[config.mk]
export PLATFORM = sky130hd
export DESIGN_NAME = sis_entry
export DESIGN_NICKNAME = d
export VERILOG_FILES = /design/src/hdl/sis_pkg.sv /design/src/hdl/sis_entry.sv
export SDC_FILE = /design/constraint.sdc
export NUM_CORES = 1
export LEC_CHECK = 0
export ABC_AREA = 1
export BUFFER_PORTS_ARGS = -buffer_cell sky130_fd_sc_hd__buf_4
export CORE_MARGIN = 5
export CORE_UTILIZATION = 43
export CTS_CLUSTER_DIAMETER = 50
export CTS_CLUSTER_SIZE = 28
export DETAILED_ROUTE_END_ITERATION = 16
export GPL_TIMING_DRIVEN = 0
export PLACE_DENSITY = 0.73
export SLEW_MARGIN = 0
export SYNTH_ARGS = -nofsm -noshare
export SYNTH_HDL_FRONTEND = slang
export SYNTH_SLANG_ARGS = --single-unit
[constraint.sdc]
create_clock -name clk -period 1.4 [get_ports clk]
set_input_delay 0.07 -clock clk [delete_from_list [all_inputs] [get_ports clk]]
set_output_delay 0.07 -clock clk [all_outputs]
set_load 0.01 [all_outputs]
[src/hdl/sis_pkg.sv]
`default_nettype none

package sis_pkg;

  localparam int unsigned KEY_W        = 32;
  localparam int unsigned POS_W        = 10;
  localparam int unsigned CNT_W        = 11;
  localparam int unsigned CAPACITY_DEF = 1024;

  // Control bits that ride along with one request as it walks the chain.
  typedef struct packed {
    logic vld;     // a request occupies this slot
    logic placed;  // the new key has been dropped into a cell already
    logic full;    // store was full on entry: no insert, pass straight through
  } ctl_t;

endpackage

`default_nettype wire

[src/hdl/sis_entry.sv]
`default_nettype none

module sis_entry #(
  parameter int unsigned CAPACITY = 1024,
  parameter int unsigned CW       = 11
) (
  input  wire logic                          clk,
  input  wire logic                          rst_n,
  input  wire logic                          accept,
  input  wire logic signed [sis_pkg::KEY_W-1:0] key,
  output sis_pkg::ctl_t                      tok_ctl,
  output logic signed [sis_pkg::KEY_W-1:0]   tok_key,
  output logic [sis_pkg::POS_W-1:0]          tok_pos,
  output logic [CW-1:0]                      tok_n
);
  import sis_pkg::*;

  logic [CW-1:0]           count_r, count_nxt;
  ctl_t                    ctl_r, ctl_nxt;
  logic signed [KEY_W-1:0] key_r;
  logic [POS_W-1:0]        pos_r;
  logic [CW-1:0]           n_r;
  logic                    is_full;

  assign is_full = (count_r == CW'(CAPACITY));

  always_comb begin
    count_nxt = count_r;
    if (accept && !is_full) begin
      count_nxt = count_r + CW'(1);
    end
    ctl_nxt.vld    = accept;
    ctl_nxt.placed = 1'b0;
    ctl_nxt.full   = is_full;
  end

  always_ff @(posedge clk) begin
    if (!rst_n) begin
      count_r <= '0;
      ctl_r   <= '0;
    end else begin
      count_r <= count_nxt;
      ctl_r   <= ctl_nxt;
    end
  end

  // Payload: count before this insert is the landing cell for the last carried key.
  always_ff @(posedge clk) begin
    key_r <= key;
    pos_r <= '0;
    n_r   <= count_r;
  end

  assign tok_ctl = ctl_r;
  assign tok_key = key_r;
  assign tok_pos = pos_r;
  assign tok_n   = n_r;

endmodule

`default_nettype wire

==> flow_summary.yaml <==
placement:
  postPlaceCellArea_sq_um: 2400
  dp_hpwl_um: 3010
  post-place-ws_ns: -0.0264
  place_inst: 310
  port_buffers: 79
  gp_congestion: 0.752
die:
  die_w_um: 73.0
  floorplan.core_area_sq_um: 3910
  die_h_um: 73.0
  start_util: 0.436
  ios: 91
  dieArea_sq_um: 5330
  rows: 23
synthesis:
  async_flop_share: 0
  synth_cells: 171
  ys_seq_elements: 56
  synth_enable_flop_cells: 0
  syn_area_per_cell_sq_um: 9.99
  synth_cell_types: 20
  synth_sequential_area_ratio: 0.656
  yosys_warnings: 0
  synth_area_sq_um: 1710
  synth_top_flop_cell: "dfxtp_1"
setup_path:
  path_cells: "inv_4, ha_4, nand2_2, nor3_2, nand2_2, nand2_4, nand2_1, a21oi_2"
  r2r_slack_ns: 0.05
  arrival_ns: 1.59
  ff2ff_path_depth: 8
  critPathSlowestCell: "dfxtp_4"
  critPathMaxStageDelay_ns: 0.38
  cpMostUsedCell: "nand2_2"
  setup.worst_path.start_class: "register"
  path_class: "register to register"
  reg2reg_from: "count_r[0]"
  path_max_fanout: 5
  r2r_end: "count_r[6]"
  endpoint_kind: "register"
  crit_required_ns: 1.64
clocking:
  cts_sinks: 56
  cts_tree: "done"
  cts_root_buf: "clkbuf_8"
  numCtsBuffers: 5
  cts_max_level: 2
  clk_pin_slew_ns: 0.10
  cts.path.max_buffers: 2
  clock_latency_ns: 0.30
grt:
  grt_use_met2: 0.310
  use_met3: 0.0744
  grt_max_degree: 19
  grt_usage: 0.182
  antenna_found_initial: 0
  grt_overflow: 0
  grt_pass1_wl_um: 7450
  gr-usage-met1: 0.215
  first_global_vias: 1510
  top_usage_layer: "met2"
detailed_routing:
  wl_per_cell_um: 13.9
  drt_pre_antenna_iters: 4
  viasPerCell: 4.33
  wl_um: 4940
  antenna_left: 0
  drc: 0
  drt_iter0_markers: 78
  via_count: 1541
timing:
  holdWs_ns: 0.0378
  worst_slack_ns: 0.0481
  finalMaxSlewViolations: 0
  fmax_ghz: 0.740
  rsz0062_at_grt: "yes"
  hold_violations: 0
  setup_viol: 0
  min_period_ns: 1.35
  period_share: 0.966
  skew_ns: 0.00501
min_path:
  hold_class: "input port to register"
  worstHoldStart: "accept"
  hold_path_end: "tok_ctl[2]"
  min_path_cells: 3
layout:
  syn2layout_area_growth_pct: 72.5
  finalInstanceArea_sq_um: 2950
  finalNetCount: 342
  utilization: 0.753
  final_cell_mix: "buf_4 (93), dfxtp_1 (53), dlygate4sd3_1 (33), nand2_1 (31)"
  num_antenna_cells: 0
  drive_gt1_frac: 0.431
  layout.cells.non_filler: 356
  final_common_cell: "buf_4"
power:
  p_per_area_nw_per_um2: 1000
  p_leak_nw: 1.38
  ir_drop_v: 0.000654
run_status:
  status: "complete, no violations"
flow_run:
  cap_violations: 0
==> per-layer routing <==
layer,part of all wire,up-vias
li1,-,780
met1,0.40,679
met2,0.48,73
met3,0.11,9
met4,0.011,0
met5,0,-
==> through the flow <==
| stage | total power, mW | setup TNS (ns) |
|---|---|---|
| 6_report | 2.96 | 0 |
| 5_1_grt | 3.10 | -0.262 |
| 4_1_cts | 2.93 | 0 |
| 3_5_place_dp | 1.99 | -0.154 |
| 3_3_place_gp | 1.99 | -0.0293 |
| 2_1_floorplan | 1.82 | 0 |
==> sequential cells by signal, indices dropped and copies added, names as in the netlist <==
| register | count |
|---|---|
| count_r | 11 |
| tok_ctl | 2 |
| tok_key | 32 |
| tok_n | 11 |
==> cell families after synthesis <==
group                    synth area share
AO/OA/AOI/OAI                      0.0293
XOR/XNOR                           0.0205
adder cells (fa/ha/maj)            0.0146
buffers and inverters              0.0813
flip-flops                          0.656
other                             0.00220
AND/OR/NAND/NOR                     0.196
==> worst max-delay path: cells and delay by family, from the launching register on <==
kind | cells | cell delay [ns]
and+or+nand+nor | 5 | 0.60
DFF | 1 | 0.38
adders and majority gates | 1 | 0.13
AOI/OAI and AO/OA | 1 | 0.11
buffers and inverters | 1 | 0.07
==> final cells by class <==
type | count | area [sq um]
Clock buffer | 5 | 68.8
Timing Repair Buffer | 115 | 946
Buffer | 11 | 82.6
Multi-Input combinational cell | 101 | 574
Clock inverter | 3 | 22.5
Sequential cell | 56 | 1130
Fill cell | 287 | 968
Inverter | 15 | 58.8
Tap cell | 50 | 62.6
==> what timing repair did <==
action / CTS / global route
setup buffers: 0 / 3
cloned: 1 / 1
setup endpoints to repair: 9 / 11
hold endpoints to repair: 33 / 0
hold buffers: 33 / 0
pin swaps: 2 / 13
gates resized for setup: 4 / 23
==> worst max path at each step <==
stage,startpoint,cells past startpoint,end
floorplan,count_r[0],8,count_r[2]
global placement,count_r[0],8,count_r[2]
detailed placement,count_r[0],8,count_r[3]
CTS,count_r[0],8,count_r[2]
global route,count_r[5],6,count_r[1]
finish,count_r[0],8,count_r[6]
==> cell usage after synthesis, drive strengths merged, types with 2 or more instances <==
cell type	n	area (sq um)
dfxtp	56	1120
nand4	5	31.3
buf	11	82.6
xor2	3	26.3
a21oi	8	40.0
o21ai	2	10.0
nand2	40	163
nand3	7	40.0
ha	2	25.0
inv	14	52.6
nor2	18	90.1
nor3	2	10.0
==> where the power goes <==
part	switching (mW)	internal, mW	total [mW]
combinational	0.158	0.239	0.398
clock	0.519	0.360	0.879
sequential	0.0265	1.65	1.68
No activity file was read; power rests on OpenSTA's default activity.
