--- src/hdl/sis_pkg.sv ---
`default_nettype none

package sis_pkg;

  localparam int unsigned KEY_W        = 32;
  localparam int unsigned POS_W        = 10;
  localparam int unsigned CNT_W        = 11;
  localparam int unsigned CAPACITY_DEF = 1024;

  // Control bits that ride along with one request as it walks the chain.
  typedef struct packed {
    logic vld;     // a request occupies this slot
    logic placed;  // the new key has been dropped into a cell already
    logic full;    // store was full on entry: no insert, pass straight through
  } ctl_t;

endpackage

`default_nettype wire

--- src/hdl/sis_cell.sv ---
`default_nettype none

module sis_cell #(
  parameter int unsigned IDX = 0,
  parameter int unsigned CW  = 11
) (
  input  wire logic                             clk,
  input  wire logic                             rst_n,
  input  wire sis_pkg::ctl_t                    in_ctl,
  input  wire logic signed [sis_pkg::KEY_W-1:0] in_key,
  input  wire logic [sis_pkg::POS_W-1:0]        in_pos,
  input  wire logic [CW-1:0]                    in_n,
  output sis_pkg::ctl_t                         out_ctl,
  output logic signed [sis_pkg::KEY_W-1:0]      out_key,
  output logic [sis_pkg::POS_W-1:0]             out_pos,
  output logic [CW-1:0]                         out_n
);
  import sis_pkg::*;

  logic signed [KEY_W-1:0] key_r, key_nxt;
  ctl_t                    ctl_r, ctl_nxt;
  logic signed [KEY_W-1:0] fwd_r, fwd_nxt;
  logic [POS_W-1:0]        pos_r, pos_nxt;
  logic [CW-1:0]           n_r;
  logic                    active;
  logic                    at_end;
  logic                    swap;

  // Cells below the pre-insert count hold keys; the cell at the count is the free slot.
  assign active = in_ctl.vld && !in_ctl.full && (CW'(IDX) <= in_n);
  assign at_end = (CW'(IDX) == in_n);
  assign swap   = active && (at_end || in_ctl.placed || (in_key <= key_r));

  always_comb begin
    key_nxt = key_r;
    ctl_nxt = in_ctl;
    fwd_nxt = in_key;
    pos_nxt = in_pos;
    if (swap) begin
      // take the carried key, hand the displaced one up the chain
      key_nxt = in_key;
      fwd_nxt = key_r;
      if (!in_ctl.placed) begin
        ctl_nxt.placed = 1'b1;
        pos_nxt        = POS_W'(IDX);
      end
    end
  end

  always_ff @(posedge clk) begin
    if (!rst_n) begin
      ctl_r <= '0;
    end else begin
      ctl_r <= ctl_nxt;
    end
  end

  always_ff @(posedge clk) begin
    key_r <= key_nxt;
    fwd_r <= fwd_nxt;
    pos_r <= pos_nxt;
    n_r   <= in_n;
  end

  assign out_ctl = ctl_r;
  assign out_key = fwd_r;
  assign out_pos = pos_r;
  assign out_n   = n_r;

endmodule

`default_nettype wire

--- config.mk ---
export PLATFORM = sky130hd
export DESIGN_NAME = sis_cell
export DESIGN_NICKNAME = d
export VERILOG_FILES = /design/src/hdl/sis_pkg.sv /design/src/hdl/sis_cell.sv
export SDC_FILE = /design/constraint.sdc
export NUM_CORES = 1
export LEC_CHECK = 0
export ABC_AREA = 1
export BUFFER_PORTS_ARGS = -buffer_cell sky130_fd_sc_hd__buf_2
export CAP_MARGIN = 20
export CORE_MARGIN = 4
export CORE_UTILIZATION = 51
export CTS_CLUSTER_DIAMETER = 30
export DETAILED_ROUTE_END_ITERATION = 10
export MAX_ROUTING_LAYER = met4
export PLACE_DENSITY = 0.77
export SLEW_MARGIN = 30
export SYNTH_ARGS = -nofsm -noshare
export SYNTH_HDL_FRONTEND = slang
export SYNTH_SLANG_ARGS = --single-unit
--- constraint.sdc ---
create_clock -name clk -period 3.5 [get_ports clk]
set_input_delay 0.35 -clock clk [delete_from_list [all_inputs] [get_ports clk]]
set_output_delay 0.35 -clock clk [all_outputs]
set_load 0.01 [all_outputs]
==> results of run 1 <==
[power breakdown]
part / switching, mW / internal [mW] / total [mW]
combinational: 0.229 / 0.150 / 0.379
sequential: 0.0211 / 1.13 / 1.15
clock: 0.386 / 0.273 / 0.659
total: 0.636 / 1.56 / 2.19
[layout make-up]
type	count	area [um^2]
fill	696	2880
sequential	88	2080
multi-input combinational	251	1800
timing repair buffer	117	596
inverter	47	176
tap	102	128
clock buffer	9	124
clock inverter	7	58.8
[cells by family (layout without fill, tap and decap cells)]
logic type      Yosys count  in the layout  synth area share
flops                    88             88             0.499
compound gates           21             21            0.0300
buf+inv                  60            180            0.0707
simple gates            198            198             0.305
fa+ha+maj                32             32            0.0959
[metal layers]
layer  part of all wire  track usage  vias to the layer above  routed length [um]
met5                  0            -                        -                   0
met4              0.012       0.0504                        0                  98
met3              0.063       0.0524                       10                 524
met2               0.48        0.301                       84                3930
met1               0.45        0.222                     1381                3710
li1                   -            -                     1522                   -
[sequential cells by signal, indices dropped and copies added, names as in the netlist]
name and cells:
out_n 11, out_key 32, out_pos 10, key_r 32, out_ctl 3
[metrics by stage]
| step | power, mW | instance area, um^2 | cells |
|---|---|---|---|
| final | 2.19 | 4970 | 621 |
| after global routing | 2.31 | 4970 | 621 |
| after CTS | 2.22 | 4970 | 621 |
| after detailed placement | 1.56 | 4780 | 605 |
| after global placement | 1.55 | 4780 | 605 |
| after floorplan | 1.42 | 4180 | 399 |
[final timing paths]
kind / endpoint / slack (ns) / from
max: key_r[17]$_DFFE_PP_ / 0.90 / key_r[31]$_DFFE_PP_
min: out_n[6]$_DFF_P_ / 0.10 / in_n[6]
max reg2reg: key_r[17]$_DFFE_PP_ / 0.90 / key_r[31]$_DFFE_PP_
min reg2reg: out_key[31]$_DFF_P_ / 0.51 / key_r[31]$_DFFE_PP_
[placed cells by master (no fill, tap or decap)]
master      n
a21o_1      1
a21oi_1    15
a21oi_4     1
buf_2     113
buf_4       4
clkbuf_8    9
clkinv_1    1
clkinv_4    1
dfxtp_1    56
edfxtp_1   32
ha_1       32
inv_1      42
inv_2       4
inv_4       2
inv_6       3
inv_8       1
nand2_1    56
nand2_2    41
nand2_4    38
nand2_8     1
nand3_1    35
nand3_4     1
nand3b_1   10
nand4_1     1
nand4_2     1
nor2_1      8
nor2_2      1
nor2_4      2
nor3_1      1
nor4_1      2
o21a_1      1
o21a_2      1
o21ai_0     2
[critical path: cells and delay by family (launching register included)]
kind                     cells  cell delay [ns]
AND/OR/NAND/NOR              4             0.46
flip-flops                   1             0.40
AO/OA/AOI/OAI                3             0.46
buffers and inverters        2             0.65
adder cells (fa/ha/maj)      1             0.27
==> qor.yml, run 1 <==
timing:
  maxSlewHeadroom: 0.508
  tightest_slew_ns: 0.737
  min_period_over_period: 0.743
  setup_ws_ns: 0.901
  skew_ns: 0.0105
  maxClockFrequency_mhz: 385
  finalSetupViolCount: 0
  rsz0062_at_grt: "false"
  whs_ns: 0.102
  fin_crit_ns: 2.60
  hold_viol: 0
  slew_viol_final: 0
  fin_tns_setup_ns: 0
setup_path:
  max_stage_delay_ns: 0.57
  setup.worst_path.end_class: "flop"
  path_cells: "inv_1 > ha_1 > a21oi_1 > o21a_2 > nand2_1 > a21oi_1 > nand3_1 > nand3_4 > nand2_8 > inv_2"
  rr_worst_depth: 10
  crit_fanout: 32
  path_class: "flop to flop"
  critical_path.slowest_cell: "inv_2"
  crit_top_cell: "a21oi_1"
  crit_required_ns: 3.49
  cp.arrival_ns: 2.59
  worstSetupStartpointType: "flop"
synth:
  synth_top_area_frac: 0.269
  synthesis.nets: 489
  ys_types: 29
  synth_cells: 399
  synth_common_cells: "dfxtp_1 (56), nand2_1 (56), inv_1 (42)"
  yosys.area.top_type: "dfxtp_1"
  syn_area_mm2: 0.00418
  yosysWarnings: 0
  synth_edf_count: 32
  synthArstFlopShare: 0
  yosys-top-cells-area: "dfxtp_1 (27%), edfxtp_1 (23%), nand2_4 (10%), ha_1 (9.6%), nand2_2 (6.1%)"
  synth-seq-cells: 88
  ys_seq_area_frac: 0.499
  synth_flop_cell: "dfxtp_1"
  avgSynthCellArea_um2: 10.5
run:
  max_cap_violations: 0
die:
  dieArea_mm2: 0.00970
  ios: 114
  die_w_um: 98.5
  placementRows: 32
  initial_core_util: 0.532
  die_height_um: 98.5
  core_mm2: 0.00785
grt:
  antenna_found_initial: 0
  grt_pass1_wl_um: 14000
  grt_max_degree: 43
  grt_pass1_vias: 2911
  grt-ovfl-total: 0
  track_usage: 0.183
clock_tree:
  cts.clk_slew.worst_paths_ns: 0.09
  cts-hold-fix-buffers: 0
  h-tree-depth: 3
  clock_sinks: 88
  cts_tree: "built"
  clockBufferDepth: 2
  clock_latency_ns: 0.36
  postCtsSetupBuffers: 0
  cts-buffers-inserted: 9
  cts_root_buffer: "clkbuf_8"
  cts.repair.resized: 0
placement:
  place_hpwl_um: 6150
  gp_congestion: 0.823
  dp_slack_ns: 0.770
  portBuffers: 113
run_status:
  status: "finished clean"
route:
  routed_wl_um: 8260
  dr.pass1.iters: 4
  drt_iter0_drc: 87
  antenna_left: 0
  num_vias: 2997
  drc: 0
  wl_per_cell_um: 13.3
  vias_per_cell: 4.83
layout:
  syn2layout_area_growth_pct: 19.0
  insertedDiodeCount: 0
  layout.nets: 604
  fin_util: 0.633
  drive_gt1_frac: 0.432
power:
  p_per_area_mw_per_mm2: 441
  vdd_drop_max_uv: 256
  p_leak_nw: 2.48
hold_path:
  holdPathStages: 1
  hold_class: "input port to flop"
No activity file was read; power rests on OpenSTA's default activity.
==> run 2: changes to the inputs <==
==> constraint.sdc (replaced) <==
create_clock -name clk -period 2.7 [get_ports clk]
set_input_delay 0.27 -clock clk [delete_from_list [all_inputs] [get_ports clk]]
set_output_delay 0.27 -clock clk [all_outputs]
set_load 0.01 [all_outputs]
==> run 2 against run 1 <==
Flip-flop and latch count is the same. Critical path depth grew 2. First-iteration DRC count shrank 33%. Routed wire length grew 1.1%. Worst hold slack lost 0.072 ns. Cell count grew 0.16%. Utilization grew 0.53 points. Cell area grew 0.83%. Clock skew shrank 0.0015 ns. Sequential share of layout area shrank 0.35 points. Die area is the same. Critical endpoint is now key_r[16]$_DFFE_PP_. Highest routed layer unchanged.
==> qor.yml, run 2 (same netlist as run 1, synthesis figures left out) <==
run_status:
  status: "finished clean"  # unchanged
setup_path:
  reg2reg_slack_ns: 0.37  # was 0.90 ns
  path_class: "flop to flop"  # unchanged
  r2r_start: "key_r[27]$_DFFE_PP_"  # was key_r[31]$_DFFE_PP_
  setup.worst_path.end_class: "flop"  # unchanged
  worstSetupStartpoint: "key_r[27]$_DFFE_PP_"  # was key_r[31]$_DFFE_PP_
  rr_worst_depth: 12  # was 10
  rr_endpoint: "key_r[16]$_DFFE_PP_"  # was key_r[17]$_DFFE_PP_
  worst-path-buf-inv: 3  # was 2
  path_depth: 12  # was 10
  critPathTopFamily: "simple AND/OR/NAND/NOR gates"  # was buffers and inverters
  crit_required_ns: 2.74  # was 3.49 ns
  crit_fanout: 17  # was 32
  critical_path.slowest_cell: "edfxtp_1"  # was inv_2
  worstSetupStartpointType: "flop"  # unchanged
  path_cells: "inv_1 > ha_1 > a21oi_1 > o21ai_0 > nand2_1 > nand2_1 > a21oi_1 > nand3_1 > nand3_4 > nand2_8 > inv_2 > buf_4"  # was inv_1 > ha_1 > a21oi_1 > o21a_2 > nand2_1 > a21oi_1 > nand3_1 > nand3_4 > nand2_8 > inv_2
  cp.arrival_ns: 2.37  # was 2.59 ns
  max_stage_delay_ns: 0.39  # was 0.57 ns
  cp-endpoint: "key_r[16]$_DFFE_PP_"  # was key_r[17]$_DFFE_PP_
timing:
  slew_viol_final: 0  # unchanged
  rsz0062_at_grt: "false"  # unchanged
  fin_crit_ns: 2.33  # was 2.60 ns
  maxSlewHeadroom: 0.698  # was 0.508
  maxClockFrequency_mhz: 429  # was 385 MHz
  min_period_over_period: 0.862  # was 0.743
  fin_tns_setup_ns: 0  # unchanged
  hold_viol: 0  # unchanged
  tightest_slew_ns: 0.453  # was 0.737 ns
  finalSetupViolCount: 0  # unchanged
  skew_ns: 0.00898  # was 0.0105 ns
layout:
  drive_gt1_frac: 0.433  # was 0.432
  layout_commonest_cell: "buf_2"  # unchanged
  syn2layout_area_growth_pct: 20.0  # was 19.0%
  fin_util: 0.638  # was 0.633
  insertedDiodeCount: 0  # unchanged
  postLayoutCellArea_mm2: 0.00501  # was 0.00497 mm^2
  final_cell_mix: "buf_2 (113), nand2_1 (56), dfxtp_1 (56), inv_1 (42), nand2_2 (41)"  # unchanged
  layout.nets: 605  # was 604
route:
  antenna_left: 0  # unchanged
  wl_per_cell_um: 13.4  # was 13.3 um
  drt_iter0_drc: 58  # was 87
  routed_wl_um: 8350  # was 8260 um
  vias_per_cell: 4.78  # was 4.83
  dr.pass1.iters: 4  # unchanged
  drc: 0  # unchanged
  num_vias: 2972  # was 2997
grt:
  grt_pass1_vias: 3045  # was 2911
  antenna_found_initial: 0  # unchanged
  busiest_layer: "met2"  # unchanged
  grt_pass1_wl_um: 14100  # was 14000 um
  grt_util_met3: 0.0460  # was 0.0524
  track_usage: 0.185  # was 0.183
  met2_usage: 0.304  # was 0.301
  grt_max_degree: 43  # unchanged
  met1_usage: 0.225  # was 0.222
  grt-ovfl-total: 0  # unchanged
die:
  placementRows: 32  # unchanged
  ios: 114  # unchanged
  die_w_um: 98.5  # unchanged
  dieArea_mm2: 0.00970  # unchanged
  initial_core_util: 0.532  # unchanged
  core_mm2: 0.00785  # unchanged
  die_height_um: 98.5  # unchanged
power:
  p_leak_nw: 2.50  # was 2.48 nW
  p_total_mw: 2.90  # was 2.19 mW
  p_per_area_mw_per_mm2: 579  # was 441 mW/mm^2
  vdd_drop_max_uv: 299  # was 256 uV
hold_path:
  hold_class: "input port to flop"  # unchanged
  holdPathStages: 1  # unchanged
  hold_start: "in_n[6]"  # unchanged
placement:
  gp_congestion: 0.810  # was 0.823
  place_hpwl_um: 6130  # was 6150 um
  portBuffers: 113  # unchanged
  placed_area_mm2: 0.00480  # was 0.00478 mm^2
clock_tree:
  clockBufferDepth: 2  # unchanged
  clock_latency_ns: 0.35  # was 0.36 ns
  cts.repair.resized: 0  # unchanged
  cts-hold-fix-buffers: 0  # unchanged
  clock_sinks: 88  # unchanged
  cts-buffers-inserted: 9  # unchanged
  h-tree-depth: 3  # unchanged
  cts.clk_slew.worst_paths_ns: 0.09  # about the same
  cts_tree: "built"  # unchanged
  postCtsSetupBuffers: 0  # unchanged
  cts_root_buffer: "clkbuf_8"  # unchanged
run:
  max_cap_violations: 0  # unchanged
[run 2: changes by cell type in the layout (fill, tap and decap cells not counted)]
| cell | delta |
|---|---|
| inv_4 | -1 |
| clkbuf_8 | +1 |
| clkbuf_16 | +1 |
| inv_8 | -1 |
| buf_12 | +1 |
[run 2: power by group]
group / internal (mW) / switching, mW / total [mW]
clock: 0.428 / 0.481 / 0.909
sequential: 1.47 / 0.0271 / 1.50
combinational: 0.197 / 0.298 / 0.496
total: 2.09 / 0.807 / 2.90
[run 2: worst min-delay path by stage]
stage | endpoint | slack [ns]
after floorplan | out_n[0]$_DFF_P_ | 0.30
after global placement | out_n[9]$_DFF_P_ | 0.39
after detailed placement | out_n[6]$_DFF_P_ | 0.39
after CTS | out_n[6]$_DFF_P_ | 0.01
after global routing | out_n[6]$_DFF_P_ | 0.007
final | out_n[6]$_DFF_P_ | 0.03
[run 2: metrics by stage]
step / worst slack (ns) / hold slack (ns) / cells
2_1_floorplan: 0.294 / 0.298 / 399
3_3_place_gp: 0.367 / 0.390 / 606
3_5_place_dp: 0.319 / 0.392 / 606
4_1_cts: 0.334 / 0.0137 / 622
5_1_grt: 0.145 / 0.00671 / 622
6_report: 0.372 / 0.0302 / 622
[run 2: layout make-up]
type,count,area [um^2]
clock inverters,5,41.3
inverters,47,176
repair buffers,118,616
clock buffers,11,163
flip-flops and latches,88,2080
multi-input cells,251,1800
fillers,693,2840
well taps,102,128
[run 2: worst register-to-register path, cell delays in order, from the launching register on]
cell and delay [ns]:
edfxtp_1 0.39, inv_1 0.07, ha_1 0.24, a21oi_1 0.14, o21ai_0 0.10, nand2_1 0.07, nand2_1 0.06, a21oi_1 0.16
nand3_1 0.14, nand3_4 0.13, nand2_8 0.14, inv_2 0.10, buf_4 0.26
[run 2: routing by layer]
metal,part of all wire,routed length (um)
met5,0,0
met4,0.0066,55
met3,0.064,537
met2,0.49,4100
met1,0.44,3660
==> run 3: changes to the inputs <==
==> constraint.sdc (replaced) <==
create_clock -name clk -period 2.3 [get_ports clk]
set_input_delay 0.23 -clock clk [delete_from_list [all_inputs] [get_ports clk]]
set_output_delay 0.23 -clock clk [all_outputs]
set_load 0.01 [all_outputs]
==> run 3 against run 2 <==
Highest routed layer unchanged. Register-to-register slack worse by 0.23 ns. Critical path depth shrank 1. Via count up 5.0%. Count of clock-buffer cells in the layout down 2. Critical path type unchanged.
==> qor.yml, run 3 (same netlist as run 1, synthesis figures left out) <==
run_status:
  status: "finished clean"  # unchanged
route:
  drc: 0  # unchanged
  dr.pass1.iters: 4  # unchanged
  num_vias: 3121  # was 2972
  vias_per_cell: 4.90  # was 4.78
  m1WireLength_um: 3880  # was 3660 um
  routed_wl_um: 9140  # was 8350 um
  met3_wirelength_um: 543  # was 537 um
  wl_met2_um: 4590  # was 4100 um
  drt_iter0_drc: 100  # was 58
  wl_per_cell_um: 14.4  # was 13.4 um
  antenna_left: 0  # unchanged
  top_layer_used: "met4"  # unchanged
placement:
  placed_area_mm2: 0.00487  # was 0.00480 mm^2
  place_hpwl_um: 6590  # was 6130 um
  gp_congestion: 0.762  # was 0.810
  dp_slack_ns: 0.140  # was 0.319 ns
  portBuffers: 113  # unchanged
timing:
  skew_ns: 0.0121  # was 0.00898 ns
  maxClockFrequency_mhz: 464  # was 429 MHz
  rsz0062_at_grt: "false"  # unchanged
  tightest_slew_ns: 0.293  # was 0.453 ns
  min_period_over_period: 0.938  # was 0.862
  fin_crit_ns: 2.16  # was 2.33 ns
  finalSetupViolCount: 0  # unchanged
  whs_ns: 0.0684  # was 0.0302 ns
  setup_ws_ns: 0.143  # was 0.372 ns
  maxSlewHeadroom: 0.803  # was 0.698
  fin_tns_setup_ns: 0  # unchanged
  hold_viol: 0  # unchanged
  slew_viol_final: 0  # unchanged
clock_tree:
  clockBufferDepth: 2  # unchanged
  postCtsSetupBuffers: 0  # unchanged
  clock_latency_ns: 0.36  # was 0.35 ns
  cts_tree: "built"  # unchanged
  h-tree-depth: 3  # unchanged
  cts.clk_slew.worst_paths_ns: 0.10  # was 0.09 ns
  clock_sinks: 88  # unchanged
  cts-buffers-inserted: 9  # unchanged
  cts_root_buffer: "clkbuf_8"  # unchanged
layout:
  postLayoutCellArea_mm2: 0.00519  # was 0.00501 mm^2
  layout.nets: 620  # was 605
  layout_commonest_cell: "buf_2"  # unchanged
  final_cell_mix: "buf_2 (113), nand2_1 (56), dfxtp_1 (56), inv_1 (42), nand2_2 (41)"  # unchanged
  fillers: 647  # was 693
  insertedDiodeCount: 0  # unchanged
  syn2layout_area_growth_pct: 24.4  # was 20.0%
  drive_gt1_frac: 0.432  # was 0.433
grt:
  grt_max_degree: 27  # was 43
  grt_pass1_wl_um: 14800  # was 14100 um
  grt_pass1_vias: 3136  # was 3045
  track_usage: 0.196  # was 0.185
  grt-ovfl-total: 0  # unchanged
  antenna_found_initial: 0  # unchanged
die:
  initial_core_util: 0.532  # unchanged
  core_mm2: 0.00785  # unchanged
  dieArea_mm2: 0.00970  # unchanged
  placementRows: 32  # unchanged
  ios: 114  # unchanged
  die_w_um: 98.5  # unchanged
  die_height_um: 98.5  # unchanged
setup_path:
  cp.arrival_ns: 2.23  # was 2.37 ns
  rr_worst_depth: 11  # was 12
  crit_required_ns: 2.37  # was 2.74 ns
  reg2reg_slack_ns: 0.14  # was 0.37 ns
  r2r_start: "key_r[31]$_DFFE_PP_"  # was key_r[27]$_DFFE_PP_
  worstSetupStartpointType: "flop"  # unchanged
  crit_fanout: 14  # was 17
  path_depth: 11  # was 12
  critical_path.slowest_cell: "edfxtp_1"  # unchanged
  path_class: "flop to flop"  # unchanged
  worst-path-buf-inv: 3  # unchanged
  path_cells: "inv_1 > ha_1 > a21oi_1 > o21a_2 > nand2_1 > a21oi_1 > nand3_1 > nand3_4 > nand2_8 > inv_4 > buf_12"  # was inv_1 > ha_1 > a21oi_1 > o21ai_0 > nand2_1 > nand2_1 > a21oi_1 > nand3_1 > nand3_4 > nand2_8 > inv_2 > buf_4
  critPathTopFamily: "compound AO/OA/AOI/OAI gates"  # was simple AND/OR/NAND/NOR gates
  crit_top_cell: "a21oi_1"
  setup.worst_path.end_class: "flop"  # unchanged
  rr_endpoint: "key_r[19]$_DFFE_PP_"  # was key_r[16]$_DFFE_PP_
  max_stage_delay_ns: 0.37  # was 0.39 ns
hold_path:
  worstHoldEndpoint: "out_ctl[2]$_SDFF_PN0_"  # was out_n[6]$_DFF_P_
  holdPathStages: 3  # was 1
  hold_start: "in_ctl[2]"  # was in_n[6]
  hold_class: "input port to flop"  # unchanged
power:
  p_total_mw: 3.41  # was 2.90 mW
  p_leak_nw: 2.58  # was 2.50 nW
  vdd_drop_max_uv: 411  # was 299 uV
  p_per_area_mw_per_mm2: 657  # was 579 mW/mm^2
run:
  max_cap_violations: 0  # unchanged
run 3: timing repair:
action / 4_1_cts / 5_1_grt
gates resized for setup: 0 / 3
endpoints found under the setup margin: 0 / 10
endpoints found under the hold margin: 11 / 0
hold buffers: 11 / 0
run 3: worst max path at each step:
stage,startpoint,to
floorplan,key_r[31]$_DFFE_PP_,key_r[0]$_DFFE_PP_
global placement,key_r[31]$_DFFE_PP_,key_r[26]$_DFFE_PP_
detailed placement,key_r[31]$_DFFE_PP_,key_r[27]$_DFFE_PP_
CTS,key_r[31]$_DFFE_PP_,key_r[24]$_DFFE_PP_
global route,key_r[5]$_DFFE_PP_,out_pos[9]$_DFF_P_
finish,key_r[31]$_DFFE_PP_,key_r[19]$_DFFE_PP_
run 3: per-stage QoR:
stage | utilization | cells
global placement | 0.620 | 609
floorplan | - | 399
detailed placement | 0.620 | 609
global route | 0.662 | 637
finish | 0.662 | 637
CTS | 0.657 | 636
run 3: power breakdown:
part           leakage (nW)  internal, mW  switching [mW]  total, mW
Combinational          1.71         0.265           0.365      0.630
Sequential            0.769          1.72          0.0341       1.76
Clock                0.0977         0.415           0.610       1.02
run 3: worst reg2reg max path, delay by kind of cell, from the launching register on:
kind                       cells  cell delay (ns)
AOI/OAI and AO/OA              3             0.46
adders and majority gates      1             0.34
buffers and inverters          3             0.30
DFF                            1             0.37
and+or+nand+nor                4             0.41
run 3: layout make-up:
type	count	area, um^2	area share
inverters	47	179	0.0345
clock buffers	9	124	0.0239
flip-flops and latches	88	2080	0.401
clock inverters	7	56.3	0.0108
repair buffers	133	815	0.157
well taps	102	128	0.0246
multi-input cells	251	1810	0.348
run 3: metal layers:
metal	up-vias	GRT usage
met4	0	0.0630
met2	98	0.330
met5	-	-
li1	1560	-
met3	12	0.0382
met1	1451	0.238
